===== src/design/tfd_pkg.sv =====
// Package for the telemetry frame deframer: widths, frame layout and
// sync/command byte values, word array and event types.
// No dependencies.
`timescale 1ns / 1ps
`default_nettype none

package tfd_pkg;

  localparam int BYTE_W     = 8;
  localparam int WORD_W     = 16;
  localparam int NWORDS     = 7;
  localparam int POS_W      = 5;
  localparam int SLOT_W     = 3;
  localparam int CMD_POS_W  = 3;

  // Frame layout
  localparam logic [POS_W-1:0] POS_HUNT      = 5'd0;
  localparam logic [POS_W-1:0] POS_HDR1      = 5'd1;
  localparam logic [POS_W-1:0] POS_FIRST     = 5'd2;
  localparam logic [POS_W-1:0] POS_HEAD_END  = 5'd7;
  localparam logic [POS_W-1:0] POS_ANGLE_LO  = 5'd14;
  localparam logic [POS_W-1:0] POS_ANGLE_END = 5'd21;
  localparam logic [POS_W-1:0] FRAME_LAST    = 5'd22;
  localparam logic [SLOT_W-1:0] SLOT_ANGLE0  = 3'd3;

  // Sync and marker bytes
  localparam logic [BYTE_W-1:0] HDR0     = 8'hFB;
  localparam logic [BYTE_W-1:0] HDR1     = 8'hFF;
  localparam logic [BYTE_W-1:0] CAM_DONE = 8'hBF;

  // Capture command sequence FA 03 00 03 AF
  localparam logic [CMD_POS_W-1:0] CMD_LAST = 3'd4;
  localparam logic [BYTE_W-1:0]    CMD_B0   = 8'hFA;
  localparam logic [BYTE_W-1:0]    CMD_B1   = 8'h03;
  localparam logic [BYTE_W-1:0]    CMD_B2   = 8'h00;
  localparam logic [BYTE_W-1:0]    CMD_B3   = 8'h03;
  localparam logic [BYTE_W-1:0]    CMD_B4   = 8'hAF;

  // Word slots in the published array
  localparam int WORD_SPEED = 0;
  localparam int WORD_TEMP  = 1;
  localparam int WORD_DIST  = 2;
  localparam int WORD_ALF   = 3;
  localparam int WORD_ALB   = 4;
  localparam int WORD_ARF   = 5;
  localparam int WORD_ARB   = 6;

  typedef logic [NWORDS-1:0][WORD_W-1:0] words_t;

  typedef struct packed {
    logic done;
    logic good;
    logic cam_clear;
  } telem_evt_t;

  // Expected byte at a given step of the capture command
  function automatic logic [BYTE_W-1:0] cmd_byte(input logic [CMD_POS_W-1:0] p);
    logic [BYTE_W-1:0] b;
    case (p)
      3'd0:    b = CMD_B0;
      3'd1:    b = CMD_B1;
      3'd2:    b = CMD_B2;
      3'd3:    b = CMD_B3;
      default: b = CMD_B4;
    endcase
    return b;
  endfunction

endpackage

`default_nettype wire


===== src/design/tfd_if.sv =====
// Valid/ready channel interfaces for the deframer: byte input and result.
// Depends on tfd_pkg.
`timescale 1ns / 1ps
`default_nettype none

interface tfd_in_if import tfd_pkg::*; ();
  logic              valid;
  logic              ready;
  logic              link_select;
  logic [BYTE_W-1:0] data_byte;

  modport source (output valid, link_select, data_byte, input ready);
  modport sink   (input valid, link_select, data_byte, output ready);
endinterface

interface tfd_out_if import tfd_pkg::*; ();
  logic              valid;
  logic              ready;
  logic              frame_done;
  logic              frame_good;
  logic [WORD_W-1:0] speed_raw;
  logic [WORD_W-1:0] temperature_raw;
  logic [WORD_W-1:0] distance;
  logic [WORD_W-1:0] angle_left_front;
  logic [WORD_W-1:0] angle_left_back;
  logic [WORD_W-1:0] angle_right_front;
  logic [WORD_W-1:0] angle_right_back;
  logic              camera_busy;

  modport source (output valid, frame_done, frame_good, speed_raw, temperature_raw,
                  distance, angle_left_front, angle_left_back, angle_right_front,
                  angle_right_back, camera_busy, input ready);
  modport sink   (input valid, frame_done, frame_good, speed_raw, temperature_raw,
                  distance, angle_left_front, angle_left_back, angle_right_front,
                  angle_right_back, camera_busy, output ready);
endinterface

`default_nettype wire


===== src/design/tfd_telem.sv =====
// Telemetry link parser: header sync, frame position count, checksum,
// staged and published word registers. Depends on tfd_pkg.
`timescale 1ns / 1ps
`default_nettype none

module tfd_telem import tfd_pkg::*; (
  input  wire logic              clk,
  input  wire logic              rst_n,
  input  wire logic              en,
  input  wire logic [BYTE_W-1:0] data_byte,
  output      telem_evt_t        evt,
  output      words_t            pub_words
);

  logic [POS_W-1:0]  pos_r, pos_nxt, pos_eff;
  logic [BYTE_W-1:0] sum_r, sum_nxt;
  words_t            staged_r, staged_nxt;
  words_t            pub_r, pub_nxt;
  logic              slot_ok;
  logic [POS_W-1:0]  slot_off;
  logic [SLOT_W-1:0] slot;

  // Out-of-range position counts as hunting
  assign pos_eff = (pos_r > FRAME_LAST) ? POS_HUNT : pos_r;

  // Map a frame byte position to its word slot
  always_comb begin
    slot_ok  = 1'b0;
    slot_off = '0;
    slot     = '0;
    if (pos_eff >= POS_FIRST && pos_eff <= POS_HEAD_END) begin
      slot_ok  = 1'b1;
      slot_off = (pos_eff - POS_FIRST) >> 1;
      slot     = slot_off[SLOT_W-1:0];
    end else if (pos_eff >= POS_ANGLE_LO && pos_eff <= POS_ANGLE_END) begin
      slot_ok  = 1'b1;
      slot_off = (pos_eff - POS_ANGLE_LO) >> 1;
      slot     = SLOT_ANGLE0 + slot_off[SLOT_W-1:0];
    end
  end

  // Advance the frame state on one telemetry beat
  always_comb begin
    pos_nxt    = pos_r;
    sum_nxt    = sum_r;
    staged_nxt = staged_r;
    pub_nxt    = pub_r;
    evt        = '0;
    if (en) begin
      if (pos_eff == POS_HUNT) begin
        pos_nxt = (data_byte == HDR0) ? POS_HDR1 : POS_HUNT;
      end else if (pos_eff == POS_HDR1) begin
        if (data_byte == HDR1) begin
          sum_nxt = data_byte;
          pos_nxt = POS_FIRST;
        end else begin
          pos_nxt = (data_byte == HDR0) ? POS_HDR1 : POS_HUNT;
        end
      end else if (pos_eff < FRAME_LAST) begin
        sum_nxt = sum_r + data_byte;
        evt.cam_clear = (pos_eff == POS_FIRST) && (data_byte == CAM_DONE);
        if (slot_ok) begin
          if (!pos_eff[0]) begin
            staged_nxt[slot][BYTE_W-1:0] = data_byte;
          end else begin
            staged_nxt[slot][WORD_W-1:BYTE_W] = data_byte;
          end
        end
        pos_nxt = pos_eff + 5'd1;
      end else begin
        // Checksum byte: publish on match, then hunt again
        evt.done = 1'b1;
        if (sum_r == data_byte) begin
          evt.good = 1'b1;
          pub_nxt  = staged_r;
        end
        pos_nxt = POS_HUNT;
      end
    end
  end

  always_ff @(posedge clk) begin
    if (!rst_n) begin
      pos_r    <= POS_HUNT;
      sum_r    <= '0;
      staged_r <= '0;
      pub_r    <= '0;
    end else begin
      pos_r    <= pos_nxt;
      sum_r    <= sum_nxt;
      staged_r <= staged_nxt;
      pub_r    <= pub_nxt;
    end
  end

  assign pub_words = pub_r;

endmodule

`default_nettype wire


===== src/design/tfd_cmd.sv =====
// Command link matcher for the capture sequence FA 03 00 03 AF.
// Depends on tfd_pkg.
`timescale 1ns / 1ps
`default_nettype none

module tfd_cmd import tfd_pkg::*; (
  input  wire logic              clk,
  input  wire logic              rst_n,
  input  wire logic              en,
  input  wire logic [BYTE_W-1:0] data_byte,
  output      logic              cam_set
);

  logic [CMD_POS_W-1:0] pos_r, pos_nxt, pos_eff;

  assign pos_eff = (pos_r > CMD_LAST) ? '0 : pos_r;

  // Advance on a match, restart on a break (at step one after FA)
  always_comb begin
    pos_nxt = pos_r;
    cam_set = 1'b0;
    if (en) begin
      if (data_byte == cmd_byte(pos_eff)) begin
        if (pos_eff == CMD_LAST) begin
          cam_set = 1'b1;
          pos_nxt = '0;
        end else begin
          pos_nxt = pos_eff + 3'd1;
        end
      end else begin
        pos_nxt = (data_byte == CMD_B0) ? 3'd1 : 3'd0;
      end
    end
  end

  always_ff @(posedge clk) begin
    if (!rst_n) begin
      pos_r <= '0;
    end else begin
      pos_r <= pos_nxt;
    end
  end

endmodule

`default_nettype wire


===== src/design/telemetry_frame_deframer.sv =====
// Telemetry frame deframer top: input beat register, link parsers, result register.
// Throughput: one beat per cycle; the input register and result register form a
// two-stage pipe that stalls only when the result register is full and not taken.
// Reset (rst_n, synchronous, active low) clears positions, sums, words and the flag.
// Depends on tfd_pkg, tfd_if, tfd_telem, tfd_cmd.
`timescale 1ns / 1ps
`default_nettype none

module telemetry_frame_deframer import tfd_pkg::*; (
  input  wire logic   clk,
  input  wire logic   rst_n,
  tfd_in_if.sink      in_bus,
  tfd_out_if.source   out_bus
);

  logic              s1_valid_r;
  logic              s1_link_r;
  logic [BYTE_W-1:0] s1_byte_r;
  logic              out_valid_r;
  logic              out_done_r;
  logic              out_good_r;
  logic              cam_r;
  logic              adv;
  logic              fire;
  logic              cam_set;
  telem_evt_t        evt;
  words_t            pub_words;

  // Pipe moves when the result register is free or being taken
  assign adv          = !out_valid_r || out_bus.ready;
  assign in_bus.ready = !s1_valid_r || adv;
  assign fire         = adv && s1_valid_r;

  // Hold the accepted input beat
  always_ff @(posedge clk) begin
    if (!rst_n) begin
      s1_valid_r <= 1'b0;
    end else if (in_bus.ready) begin
      s1_valid_r <= in_bus.valid;
    end
  end

  always_ff @(posedge clk) begin
    if (in_bus.valid && in_bus.ready) begin
      s1_link_r <= in_bus.link_select;
      s1_byte_r <= in_bus.data_byte;
    end
  end

  tfd_telem u_telem (
    .clk       (clk),
    .rst_n     (rst_n),
    .en        (fire && s1_link_r),
    .data_byte (s1_byte_r),
    .evt       (evt),
    .pub_words (pub_words)
  );

  tfd_cmd u_cmd (
    .clk       (clk),
    .rst_n     (rst_n),
    .en        (fire && !s1_link_r),
    .data_byte (s1_byte_r),
    .cam_set   (cam_set)
  );

  // Camera busy flag: set by the command, cleared by the frame marker
  always_ff @(posedge clk) begin
    if (!rst_n) begin
      cam_r <= 1'b0;
    end else if (cam_set) begin
      cam_r <= 1'b1;
    end else if (evt.cam_clear) begin
      cam_r <= 1'b0;
    end
  end

  // Result register
  always_ff @(posedge clk) begin
    if (!rst_n) begin
      out_valid_r <= 1'b0;
      out_done_r  <= 1'b0;
      out_good_r  <= 1'b0;
    end else if (adv) begin
      out_valid_r <= s1_valid_r;
      out_done_r  <= evt.done;
      out_good_r  <= evt.good;
    end
  end

  // Published words and flag only change when the result register reloads
  assign out_bus.valid             = out_valid_r;
  assign out_bus.frame_done        = out_done_r;
  assign out_bus.frame_good        = out_good_r;
  assign out_bus.speed_raw         = pub_words[WORD_SPEED];
  assign out_bus.temperature_raw   = pub_words[WORD_TEMP];
  assign out_bus.distance          = pub_words[WORD_DIST];
  assign out_bus.angle_left_front  = pub_words[WORD_ALF];
  assign out_bus.angle_left_back   = pub_words[WORD_ALB];
  assign out_bus.angle_right_front = pub_words[WORD_ARF];
  assign out_bus.angle_right_back  = pub_words[WORD_ARB];
  assign out_bus.camera_busy       = cam_r;

  // A good frame is always an ended frame
  a_good_implies_done: assert property (@(posedge clk) disable iff (!rst_n)
    out_good_r |-> out_done_r)
    else $error("frame_good without frame_done");

  // An empty result register never blocks the input
  a_ready_when_empty: assert property (@(posedge clk) disable iff (!rst_n)
    !out_valid_r |-> in_bus.ready)
    else $error("input stalled with empty result register");

  // A frame end reaches the result register in the next cycle
  a_done_lands: assert property (@(posedge clk) disable iff (!rst_n)
    (fire && evt.done) |=> (out_valid_r && out_done_r))
    else $error("frame end lost");

  // Flag moves only when a beat is processed
  a_flag_moves_on_fire: assert property (@(posedge clk) disable iff (!rst_n)
    !fire |=> $stable(cam_r))
    else $error("camera flag changed without a beat");

endmodule

`default_nettype wire


===== src/flat_wrapper.sv =====
// flat-port wrapper written by rule: the top's interface ports become plain ports
module telemetry_frame_deframer_flat import tfd_pkg::*;
  (clk, rst_n, in_bus_valid, in_bus_link_select, in_bus_data_byte, in_bus_ready, out_bus_valid, out_bus_frame_done, out_bus_frame_good, out_bus_speed_raw, out_bus_temperature_raw, out_bus_distance, out_bus_angle_left_front, out_bus_angle_left_back, out_bus_angle_right_front, out_bus_angle_right_back, out_bus_camera_busy, out_bus_ready);
  tfd_in_if in_bus_i ();
  tfd_out_if out_bus_i ();
  input  wire logic clk;
  input  wire logic rst_n;
  input wire logic [$bits(in_bus_i.valid)-1:0] in_bus_valid;
  input wire logic [$bits(in_bus_i.link_select)-1:0] in_bus_link_select;
  input wire logic [$bits(in_bus_i.data_byte)-1:0] in_bus_data_byte;
  output wire logic [$bits(in_bus_i.ready)-1:0] in_bus_ready;
  output wire logic [$bits(out_bus_i.valid)-1:0] out_bus_valid;
  output wire logic [$bits(out_bus_i.frame_done)-1:0] out_bus_frame_done;
  output wire logic [$bits(out_bus_i.frame_good)-1:0] out_bus_frame_good;
  output wire logic [$bits(out_bus_i.speed_raw)-1:0] out_bus_speed_raw;
  output wire logic [$bits(out_bus_i.temperature_raw)-1:0] out_bus_temperature_raw;
  output wire logic [$bits(out_bus_i.distance)-1:0] out_bus_distance;
  output wire logic [$bits(out_bus_i.angle_left_front)-1:0] out_bus_angle_left_front;
  output wire logic [$bits(out_bus_i.angle_left_back)-1:0] out_bus_angle_left_back;
  output wire logic [$bits(out_bus_i.angle_right_front)-1:0] out_bus_angle_right_front;
  output wire logic [$bits(out_bus_i.angle_right_back)-1:0] out_bus_angle_right_back;
  output wire logic [$bits(out_bus_i.camera_busy)-1:0] out_bus_camera_busy;
  input wire logic [$bits(out_bus_i.ready)-1:0] out_bus_ready;
  assign in_bus_i.valid = in_bus_valid;
  assign in_bus_i.link_select = in_bus_link_select;
  assign in_bus_i.data_byte = in_bus_data_byte;
  assign in_bus_ready = in_bus_i.ready;
  assign out_bus_valid = out_bus_i.valid;
  assign out_bus_frame_done = out_bus_i.frame_done;
  assign out_bus_frame_good = out_bus_i.frame_good;
  assign out_bus_speed_raw = out_bus_i.speed_raw;
  assign out_bus_temperature_raw = out_bus_i.temperature_raw;
  assign out_bus_distance = out_bus_i.distance;
  assign out_bus_angle_left_front = out_bus_i.angle_left_front;
  assign out_bus_angle_left_back = out_bus_i.angle_left_back;
  assign out_bus_angle_right_front = out_bus_i.angle_right_front;
  assign out_bus_angle_right_back = out_bus_i.angle_right_back;
  assign out_bus_camera_busy = out_bus_i.camera_busy;
  assign out_bus_i.ready = out_bus_ready;
  telemetry_frame_deframer u_core (.clk(clk), .rst_n(rst_n), .in_bus(in_bus_i), .out_bus(out_bus_i));
endmodule

===== config.mk =====
export PLATFORM = sky130hd
export DESIGN_NAME = telemetry_frame_deframer_flat
export DESIGN_NICKNAME = d
export VERILOG_FILES = /design/src/design/tfd_pkg.sv /design/src/design/tfd_if.sv /design/src/design/tfd_telem.sv /design/src/design/tfd_cmd.sv /design/src/design/telemetry_frame_deframer.sv /design/src/flat_wrapper.sv
export SDC_FILE = /design/constraint.sdc
export NUM_CORES = 1
export LEC_CHECK = 0
export BUFFER_PORTS_ARGS = -buffer_cell sky130_fd_sc_hd__buf_2
export CAP_MARGIN = 20
export CORE_ASPECT_RATIO = 0.5
export CORE_MARGIN = 1
export CORE_UTILIZATION = 62
export DETAILED_ROUTE_END_ITERATION = 12
export GPL_TIMING_DRIVEN = 0
export HOLD_SLACK_MARGIN = 0.1
export PLACE_DENSITY = 0.85
export SLEW_MARGIN = 20
export SYNTH_ARGS = -nofsm -noshare
export SYNTH_HDL_FRONTEND = slang
export SYNTH_SLANG_ARGS = --single-unit

===== constraint.sdc =====
create_clock -name clk -period 7.7 [get_ports clk]
set_input_delay 1.54 -clock clk [delete_from_list [all_inputs] [get_ports clk]]
set_output_delay 1.54 -clock clk [all_outputs]
set_load 0.02 [all_outputs]

==> metrics, run 1 <==
Initial DRC Count between 500 and 600; vias in the first global route between 8000 and 9000; cell count after synthesis between 1000 and 1500; asr flop ratio synth 0%; Post-Place Worst Slack approximately 3.2 ns; WHS Path Cells 2; Final period util a little over half; share of the synthesized area in the top cell type a little under half; Max-slew headroom a little over two fifths; critical path capture point type register; EDFF count, synth 9; WP buf/inv 5; CTS tree built; RSZ-0062 raised after global routing no; Hold Crit Class reg2reg; status finished, final reports clean; setup_tns 0 ns; Final Setup Violations 0; # port buffers 128; most frequent CP cell clkbuf_1; # H-tree levels 1; max cap viols 0; Worst VDD drop between 0.15 and 0.2 mV; Clock Sinks 254; Worst-Margin Slew approximately 0.84 ns; FF+latch count, synth around 250; reg-to-reg critical path endpoint u_core.u_telem.pub_words[9]; Fin. Hold Viols 0; count leader, synth nand2_1; instance area at placement roughly 0.011 mm^2; CP max stage cell clkbuf_1; Layout area overhead 15.4%; Cell Chain, Critical Path buf_2 -> a21oi_1 -> o21ai_1 -> inv_1 -> ha_1 -> and3_1 -> nor2b_1 -> and4_1 -> clkbuf_1 -> clkbuf_1 -> clkbuf_1 -> nand2_1 -> a21boi_0; via count between 8000 and 9000; GRT Overall Usage ~30%; core area 0.0159 mm^2; Synth top cells by count 330 x nand2_1, 245 x dfxtp_1, 116 x mux2i_1; wire per inst 16.8 um; Post-Syn Area ~0.010 mm^2; Pre-Repair DR Iteration Count 6; Routability Congestion between 0.8 and 0.9; Yosys warnings 0; die extent in x roughly 180 um; WS Path Type reg2reg; Reg2Reg Setup Slack ~3.5 ns; layout cell share with drive strength beyond 1 15.1%; # rows 32; Max Fclk approximately 240 MHz; die height ~93 um; syn_area_per_cell around 9.4 um^2; Pwr Density just over 200 mW/mm^2; Worst EP arrival 4.59 ns; HPWL Detailed around 17000 um; Req. time, crit path between 8 and 9 ns; routed vias/inst around 5.6; CTS root buffer clkbuf_16; post-layout min period about 4.2 ns; Final WS setup around 3.5 ns; CTS resizes 0; Critical Path Max Stage Delay 0.54 ns; Syn Nets about 1100; worst-case clock buffer depth 3; Clock Latency Late Sink between 0.5 and 0.6 ns; design area roughly 0.012 mm^2; initial antenna violation count 0; Yosys top cell by area dfxtp_1; unique cell type count in the Yosys netlist 67; top_reg_cell synth dfxtp_1; Synth area leaders dfxtp_1 47%, nand2_1 12%, mux2i_1 11%, a21boi_0 6.6%, nor2b_1 2.7%; full die area between 0.015 and 0.02 mm^2; WL final ~25000 um; P_leak approximately 4.4 nW; first-pass GRT wire length between 40000 and 50000 um; crit path launch type register; register area share after synthesis about half; Max Slew Vio Count 0; TritonCTS buffer count 22; Crit Reg-Reg Startpoint u_core.u_telem.pos_r[2]; DRC violations left 0; Crit Path Max Fanout 10; Initial Utilization between 60% and 70%; antenna-violating nets left 0; Setup Buffers After CTS 0; Worst Clk Skew around 0.014 ns; largest net degree at the start of global routing 16; Hold Path Sink u_core.u_telem.pub_words[105]; hold path start u_core.u_telem.pub_words[105]; ANT cells 0; gr ovfl total 0; Total Power about 2.5 mW; I/O pins 130; cts hold-fix bufs 0; final layout net count between 1000 and 1500; CP top delay family buffers and inverters; cells on worst reg2reg path 13; CTS clk-pin slew, worst paths roughly 0.070 ns
-- power by group --
part	switching, mW	internal [mW]
registers	0.00465	1.33
logic	0.0598	0.0262
clock network	0.471	0.584
total	0.536	1.94
-- cells by family after synthesis --
group	after synthesis	synth area share [%]
adders and majority gates	17	2.13
AOI/OAI and AO/OA	179	12.7
DFF	254	50.1
xor gates and xnor gates	6	0.509
and+or+nand+nor	450	20.2
buffers and inverters	80	3.03
muxes	117	11.3
-- worst max path at each step --
| stage | start | cells after the start | endpoint | slack (ns) |
|---|---|---|---|---|
| 6_report | u_core.u_telem.pos_r[2] | 13 | u_core.u_telem.pub_words[9] | 3.53 |
| 2_1_floorplan | out_bus_ready | 8 | u_core.u_telem.staged_r[95] | 4.16 |
| 5_1_grt | u_core.u_telem.pos_r[2] | 13 | u_core.u_telem.pub_words[9] | 3.22 |
| 3_5_place_dp | out_bus_ready | 10 | u_core.u_telem.pub_words[9] | 3.20 |
| 3_3_place_gp | out_bus_ready | 10 | u_core.u_telem.pub_words[15] | 3.31 |
| 4_1_cts | u_core.u_telem.pos_r[2] | 13 | u_core.u_telem.pub_words[9] | 3.62 |
-- routing by layer --
layer / wire, um / global-route usage [%] / vias up
met3: 1600 / 5.26 / 38
met2: 11200 / 48.2 / 266
met5: 0 / 0 / -
met1: 11700 / 41.4 / 3983
li1: - / - / 4014
met4: 477 / 7.85 / 0
-- stage by stage --
step	util, %	instances	hold slack [ns]
finish	75.2	1488	0.454
global route	75.2	1488	0.472
CTS	75.2	1488	0.456
detailed placement	71.0	1452	0.447
global placement	71.0	1452	0.441
floorplan	-	1103	0.432
-- state kept, by name, summed over array words and instances (netlist names), 3 cells and up --
name,count
u_core.u_telem.sum_r,8
u_core.u_cmd.pos_r,3
u_core.u_telem.pub_words,112
u_core.s1_byte_r,8
u_core.u_telem.staged_r,112
u_core.u_telem.pos_r,5
-- final cells by class --
| class | count | area [um^2] |
|---|---|---|
| inverter | 13 | 48.8 |
| tap | 221 | 277 |
| clock inverter | 3 | 26.3 |
| clock buffer | 33 | 652 |
| multi-input combinational | 769 | 4850 |
| fill | 1158 | 3930 |
| buffer | 67 | 264 |
| sequential | 254 | 5170 |
| timing repair buffer | 128 | 641 |
-- placed cells by master (no fill, tap or decap), drive strengths merged, types with 3 or more instances in the layout --
| cell | count |
|---|---|
| nand3 | 8 |
| nand2 | 330 |
| a21boi | 91 |
| or3 | 4 |
| a21o | 3 |
| a22oi | 4 |
| edfxtp | 9 |
| mux2i | 116 |
| xor2 | 3 |
| nor3 | 7 |
| dfxtp | 245 |
| and2 | 6 |
| o211a | 4 |
| nand4 | 4 |
| buf | 136 |
| o21ai | 12 |
| o21a | 3 |
| clkinv | 3 |
| a31oi | 4 |
| nor4 | 7 |
| nor2b | 44 |
| nor2 | 22 |
| xnor2 | 3 |
| a21oi | 35 |
| ha | 16 |
| nand2b | 6 |
| inv | 13 |
| clkbuf | 92 |
| a211oi | 7 |
| and3 | 4 |
-- worst reg2reg max path, cell delays in order, from the launching register on --
cell,delay [ns]
dfxtp_1,0.30
buf_2,0.16
a21oi_1,0.15
o21ai_1,0.22
inv_1,0.34
ha_1,0.31
and3_1,0.27
nor2b_1,0.36
and4_1,0.35
clkbuf_1,0.21
clkbuf_1,0.54
clkbuf_1,0.53
nand2_1,0.13
a21boi_0,0.21
(Power assumes the default switching activity.)
==> inputs of run 2 (changes only) <==
--- a/config.mk
+++ b/config.mk
@@ -9,11 +9,11 @@
 export CAP_MARGIN = 20
 export CORE_ASPECT_RATIO = 0.5
 export CORE_MARGIN = 1
-export CORE_UTILIZATION = 62
+export CORE_UTILIZATION = 52
 export DETAILED_ROUTE_END_ITERATION = 12
 export GPL_TIMING_DRIVEN = 0
 export HOLD_SLACK_MARGIN = 0.1
-export PLACE_DENSITY = 0.85
+export PLACE_DENSITY = 0.76
 export SLEW_MARGIN = 20
 export SYNTH_ARGS = -nofsm -noshare
 export SYNTH_HDL_FRONTEND = slang
==> constraint.sdc (replaced) <==
create_clock -name clk -period 3.61 [get_ports clk]
set_input_delay 0.722 -clock clk [delete_from_list [all_inputs] [get_ports clk]]
set_output_delay 0.722 -clock clk [all_outputs]
set_load 0.02 [all_outputs]
==> metrics, run 2 (same netlist as run 1, synthesis figures left out) <==
status finished, final reports clean; die height 102 um (+9.0%); final non-filler cell total 1557 (+4.6%); ANT cells 0 (unchanged); # rows 36 (+13%); Clock Sinks 254 (unchanged); via count 8368 (+0.81%); Layout area overhead 20.7%; max cap viols 0 (unchanged); Worst Clk Skew 0.0217 ns (+0.00741 ns); internal power 4.56 mW (+140%); Max Slew Vio Count 0 (unchanged); # port buffers 128 (unchanged); Final period util 96.8% (+43 points); Req. time, crit path 4.01 ns (-4.11 ns); antenna-violating nets left 0 (unchanged); CTS tree built; Worst EP arrival 3.90 ns (-0.69 ns); fill cell count 1588 (+37%); Pre-Repair DR Iteration Count 5 (-1); Worst VDD drop 0.316 mV (+100%); largest net degree at the start of global routing 17 (+1); initial antenna violation count 0 (unchanged); gr ovfl total 0 (unchanged); grt met1 use 34.6% (-6.7 points); Hold Crit Class in2reg; WL final 26300 um (+5.6%); crit path launch type register; Fin. Hold Viols 0 (unchanged); hold path start in_bus_link_select; gr busiest metal met2; first-pass GRT wire length 40900 um (+1.4%); die extent in x 201 um (+9.1%); Pwr Density 465 mW/mm^2 (+120%); met2 Use GR 41.0% (-7.1 points); Initial DRC Count 416 (-27%); Routability Congestion 0.868 (-2.8%); most common cell after layout, fill and taps aside nand2_1; switching share of power 21.4% (-0.31 points); M3 GR Usage 5.18% (-0.077 points); CTS root buffer clkbuf_16; DP Cell Count 1497 (+3.1%); vias in the first global route 7840 (-2.4%); Initial Utilization 53.1% (-12 points); GRT Overall Usage 25.2% (-4.7 points); worst setup path start u_core.u_telem.pos_r[2]; worst-case clock buffer depth 3 (unchanged); most frequent cells in the layout 330 x nand2_1, 243 x dfxtp_1, 130 x buf_2; WHS Path Cells 1 (-1); Clock Latency Late Sink 0.53 ns (+0.02 ns); CTS clk-pin slew, worst paths 0.07 ns (about the same); RSZ-0062 raised after global routing yes; final layout net count 1305 (+1.6%); layout cell share with drive strength beyond 1 18.4% (+3.3 points); P_leak 4.65 nW (+5.5%); Max-slew headroom 41.0% (-2.9 points); final core utilization 64.1% (-11 points); Comb power frac 3.2% (-0.3 points); Critical Path Max Stage Delay 0.45 ns (-0.09 ns); routed vias/inst 5.37 (-3.7%); Worst-Margin Slew 0.879 ns (+0.0431 ns); post-layout min period 3.49 ns (-0.678 ns); Fin Hold WS 0.376 ns (-0.0784 ns); Post-Place Worst Slack -0.396 ns (-3.60 ns); DRC violations left 0 (unchanged); full die area 0.0205 mm^2 (+19%); Max Fclk 286 MHz (+19%); core area 0.0195 mm^2 (+23%); Crit Path Max Fanout 9 (-1); CP max stage cell o211ai_1; Final Setup Violations 0 (unchanged); most frequent CP cell and2_1; WS Path Type reg2reg; Crit Reg-Reg Startpoint u_core.u_telem.pos_r[2]; critical path capture point type register; I/O pins 130 (unchanged); wire per inst 16.9 um (+0.94%); switching power 1.24 mW (+130%); HPWL Detailed 18100 um (+4.3%); Reg power frac 48.9% (-4.9 points); Final WS setup 0.115 ns (-3.41 ns); Cell Chain, Critical Path buf_4 -> a31oi_4 -> nand2b_1 -> and2_1 -> clkbuf_4 -> ha_1 -> and2_1 -> o211ai_1 -> nand3_1 -> o22a_4 -> nor4_4 -> buf_12 -> mux2i_1 -> nor2b_1; TritonCTS buffer count 23 (+4.5%); # H-tree levels 1 (unchanged); cells on worst reg2reg path 14 (+1); Clock Power Share 47.8% (+5.1 points)
[run 2: power groups by stage]
stage	registers [mW]	clock network (mW)	logic, mW
floorplan	2.90	0	0.116
global route	2.84	2.91	0.201
finish	2.84	2.77	0.188
global placement	2.90	0	0.175
detailed placement	2.90	0	0.180
CTS	2.84	2.79	0.184
[run 2: routing by layer]
layer  part of all wire (%)  vias to the layer above
met5                      0                        -
met4                    2.0                        0
met3                    6.7                       42
met2                     45                      242
met1                     46                     4022
li1                       -                     4062
[run 2: path summary, 6_finish.rpt]
| kind | endpoint | slack, ns |
|---|---|---|
| setup / recovery | u_core.u_telem.staged_r[5] | 0.12 |
| hold / removal | u_core.s1_link_r | 0.38 |
| setup reg to reg | u_core.u_telem.staged_r[5] | 0.12 |
| hold reg to reg | u_core.u_telem.pub_words[105] | 0.45 |
[run 2: stage by stage]
step                      TNS (ns)  power [mW]  area (um^2)
after floorplan                  0        3.01        10300
after global placement      -42.38        3.08        11300
after detailed placement    -52.95        3.08        11300
after CTS                        0        5.81        12300
after global routing        -0.156        5.95        12500
final                            0        5.80        12500
[run 2: critical path: cells and delay by family (launching register included)]
kind            cells  cell delay, ns
compound gates      3            0.91
fa+ha+maj           1            0.26
buf+inv             3            0.54
flops               1            0.31
mux                 1            0.20
simple gates        6            1.15
[run 2: layout make-up]
| class | instances | area, um^2 | area share (%) |
|---|---|---|---|
| sequential | 254 | 5180 | 41.5 |
| multi-input combinational | 769 | 4920 | 39.4 |
| inverter | 13 | 52.6 | 0.421 |
| clock inverter | 12 | 226 | 1.82 |
| timing repair buffer | 147 | 846 | 6.78 |
| tap | 266 | 333 | 2.67 |
| buffer | 67 | 288 | 2.31 |
| clock buffer | 29 | 628 | 5.04 |
[run 2: timing repair]
item	CTS	global route
setup buffers	8	11
pin swaps	5	11
hold buffers	0	0
gates resized for setup	18	19
setup endpoints to repair	193	188
hold endpoints to repair	0	0
==> inputs of run 3 (changes only) <==
--- a/config.mk
+++ b/config.mk
@@ -5,15 +5,17 @@
 export SDC_FILE = /design/constraint.sdc
 export NUM_CORES = 1
 export LEC_CHECK = 0
+export ABC_AREA = 1
 export BUFFER_PORTS_ARGS = -buffer_cell sky130_fd_sc_hd__buf_2
 export CAP_MARGIN = 20
 export CORE_ASPECT_RATIO = 0.5
-export CORE_MARGIN = 1
+export CORE_MARGIN = 1.5
 export CORE_UTILIZATION = 52
 export DETAILED_ROUTE_END_ITERATION = 12
 export GPL_TIMING_DRIVEN = 0
 export HOLD_SLACK_MARGIN = 0.1
 export PLACE_DENSITY = 0.76
+export SKIP_CTS_REPAIR_TIMING = 1
 export SLEW_MARGIN = 20
 export SYNTH_ARGS = -nofsm -noshare
 export SYNTH_HDL_FRONTEND = slang
==> metrics, run 3 <==
CTS clk-pin slew, worst paths 0.07 ns (about the same); RSZ-0062 raised after global routing no; wire per inst 14.7 um (-13%); routed vias/inst 5.21 (-3.1%); Worst Clk Skew 0.0154 ns (-0.00625 ns); Synth area leaders dfxtp_1 47%, nor2_1 17%, nand2_1 7.7%, o21ai_0 6.3%, nand3_1 5.0%; Initial DRC Count 691 (+66%); max cap viols 0 (unchanged); Routability Congestion 0.890 (+2.5%); final non-filler cell total 1834 (+18%); count leader, synth nor2_1; setup_tns 0 ns (unchanged); Final Setup Violations 0 (unchanged); Max Fclk 296 MHz (+3.6%); largest family of logic cells by synthesized area simple AND/OR/NAND/NOR gates; most common cell after layout, fill and taps aside nor2_1; critical path capture point type register; cell count after synthesis 1401 (+27%); layout cell share with drive strength beyond 1 14.7% (-3.7 points); Worst EP arrival 3.79 ns (-0.11 ns); top_reg_cell synth dfxtp_1; CTS root buffer clkbuf_16; largest net degree at the start of global routing 16 (-1); Worst-Margin Slew 0.880 ns (+0.000868 ns); area used by multi-input combinational logic 0.00462 mm^2 (-6.0%); Pre-Repair DR Iteration Count 6 (+1); most frequent cells in the layout 467 x nor2_1, 245 x dfxtp_1, 214 x nand2_1; mux cell area share after synthesis 0% (-11 points); Max Slew Vio Count 0 (unchanged); syn_area_per_cell 7.40 um^2 (-21%); I/O pins 130 (unchanged); Post-Syn Area 0.0104 mm^2 (+0.33%); WL final 27000 um (+2.7%); worst-case clock buffer depth 3 (unchanged); # rows 36 (unchanged); switching power 1.27 mW (+2.4%); # H-tree levels 1 (unchanged); vias in the first global route 8793 (+12%); HPWL Detailed 19400 um (+7.0%); complex-gate fraction of the synthesized area 8.29% (-4.4 points); Final period util 93.4% (-3.4 points); Clock Power Share 45.7% (-2.1 points); Pwr Density 466 mW/mm^2 (+0.28%); Cell Chain, Critical Path nand3_2 -> nand2_2 -> nand2_2 -> inv_1 -> nor2_1 -> inv_1 -> ha_1 -> nand3_1 -> nand2_1 -> nor3_4 -> nand3_4 -> inv_2 -> buf_6 -> nand3_1 -> nand2_1 -> nor2_1; Worst VDD drop 0.381 mV (+21%); Yosys warnings 0 (unchanged); Fin. Hold Viols 0 (unchanged); crit path launch type register; status finished, final reports clean; core area 0.0195 mm^2 (+0.23%); Synth top cells by count 471 x nor2_1, 245 x dfxtp_1, 214 x nand2_1; Reg2Reg Setup Slack 0.24 ns (+0.12 ns); share of the synthesized area in the top cell type 47.3% (-0.15 points); DP Cell Count 1795 (+20%); unique cell type count in the Yosys netlist 38 (-43%); Reg power frac 50.2% (+1.3 points); Syn Nets 1431 (+26%); initial antenna violation count 0 (unchanged); Yosys top cell by area dfxtp_1; post-synthesis simple-gate area fraction 33.4% (+13 points); gr ovfl total 0 (unchanged); final layout net count 1584 (+21%); P_leak 5.19 nW (+12%); first-pass GRT wire length 42800 um (+4.7%); TritonCTS buffer count 23 (unchanged); ANT cells 0 (unchanged); Critical Path Max Stage Delay 0.44 ns (about the same); CP max stage cell nor3_4; DRC violations left 0 (unchanged); Clock Sinks 254 (unchanged); post-synthesis adder-cell area fraction 2.12% (-0.0069 points); antenna-violating nets left 0 (unchanged); Initial Utilization 53.2% (about the same); full die area 0.0208 mm^2 (+1.8%); # port buffers 128 (unchanged); Max-slew headroom 41.3% (+0.30 points); internal power 4.39 mW (-3.6%); post-layout min period 3.37 ns (-0.122 ns); Clock Latency Late Sink 0.53 ns (about the same); final core utilization 62.3% (-1.8 points); Hold Crit Class in2reg; FF+latch count, synth 254 (unchanged); Crit Path Max Fanout 10 (+1); register area 0.00517 mm^2 (about the same); GRT Overall Usage 25.6% (+0.43 points); Req. time, crit path 4.03 ns (+0.02 ns); Comb power frac 4.2% (+1.0 points); CTS tree built; fill cell count 1739 (+9.5%); WS Path Type reg2reg; Layout area overhead 17.1%; die extent in x 203 um (+0.66%); via count 9551 (+14%); EDFF count, synth 9 (unchanged); die height 103 um (+1.1%); asr flop ratio synth 0% (unchanged); register area share after synthesis 49.9% (-0.16 points); Synth Area in XOR/XNOR 0.591% (+0.083 points); switching share of power 22.4% (+1.0 points)
## run 3: cell count changes in the layout (fill, tap and decap cells not counted), sizes merged, moves of 23 or more
cell,previous run,this run
a21boi,91,0
clkbuf,88,65
nand2,330,221
inv,14,50
nor2b,44,0
nand3,8,107
nor2,22,485
mux2i,116,0
o21ai,12,130
## run 3: critical path, delay by kind of cell (launching register included)
family | cells | cell delay [ns]
adder cells (fa/ha/maj) | 1 | 0.26
buffers and inverters | 4 | 0.71
flip-flops | 1 | 0.38
AND/OR/NAND/NOR | 11 | 1.92
## run 3: cells by family (layout without fill, tap and decap cells)
group,count (synthesis),count (layout)
and+or+nand+nor,831,831
DFF,254,254
AOI/OAI and AO/OA,166,166
buffers and inverters,126,293
adders and majority gates,17,17
xor gates and xnor gates,7,7
## run 3: routing by layer
metal  vias to the layer above  track usage [%]  part of all wire [%]
met5                         -                0                     0
met4                         0             6.44                   2.2
met3                        63             4.24                   6.6
met2                       315             44.4                    46
met1                      4413             33.8                    45
li1                       4760                -                     -
## run 3: metrics by stage
step | instance area (um^2) | hold slack (ns) | setup slack, ns | power [mW]
floorplan | 10400 | 0.449 | 0.995 | 3.06
finish | 12100 | 0.362 | 0.237 | 5.66
CTS | 12100 | 0.361 | 0.292 | 5.68
global placement | 11300 | 0.457 | 0.338 | 3.13
detailed placement | 11300 | 0.461 | 0.342 | 3.14
global route | 12100 | 0.364 | 0.00170 | 5.82
## run 3: final cells by class
| class | instances | share of cell area, % |
|---|---|---|
| clock buffers | 32 | 5.44 |
| repair buffers | 128 | 5.27 |
| clock inverters | 7 | 1.05 |
| plain buffers | 76 | 3.23 |
| well taps | 266 | 2.74 |
| multi-input cells | 1021 | 38.1 |
| flip-flops and latches | 254 | 42.6 |
| inverters | 50 | 1.59 |
## run 3: worst paths after layout
check / from / end / cells after the start
worst max-delay path: u_core.u_telem.pos_r[0] / u_core.u_telem.staged_r[1] / 16
worst min-delay path: in_bus_data_byte[7] / u_core.s1_byte_r[7] / 1
worst max register to register: u_core.u_telem.pos_r[0] / u_core.u_telem.staged_r[1] / 16
worst min register to register: u_core.u_telem.staged_r[62] / u_core.u_telem.staged_r[62] / 2
## run 3: power groups by stage
stage	clock (mW)	combinational, mW	sequential [mW]
final	2.58	0.236	2.84
after global routing	2.72	0.262	2.84
after CTS	2.61	0.232	2.84
after detailed placement	0	0.230	2.91
after global placement	0	0.224	2.90
after floorplan	0	0.156	2.90
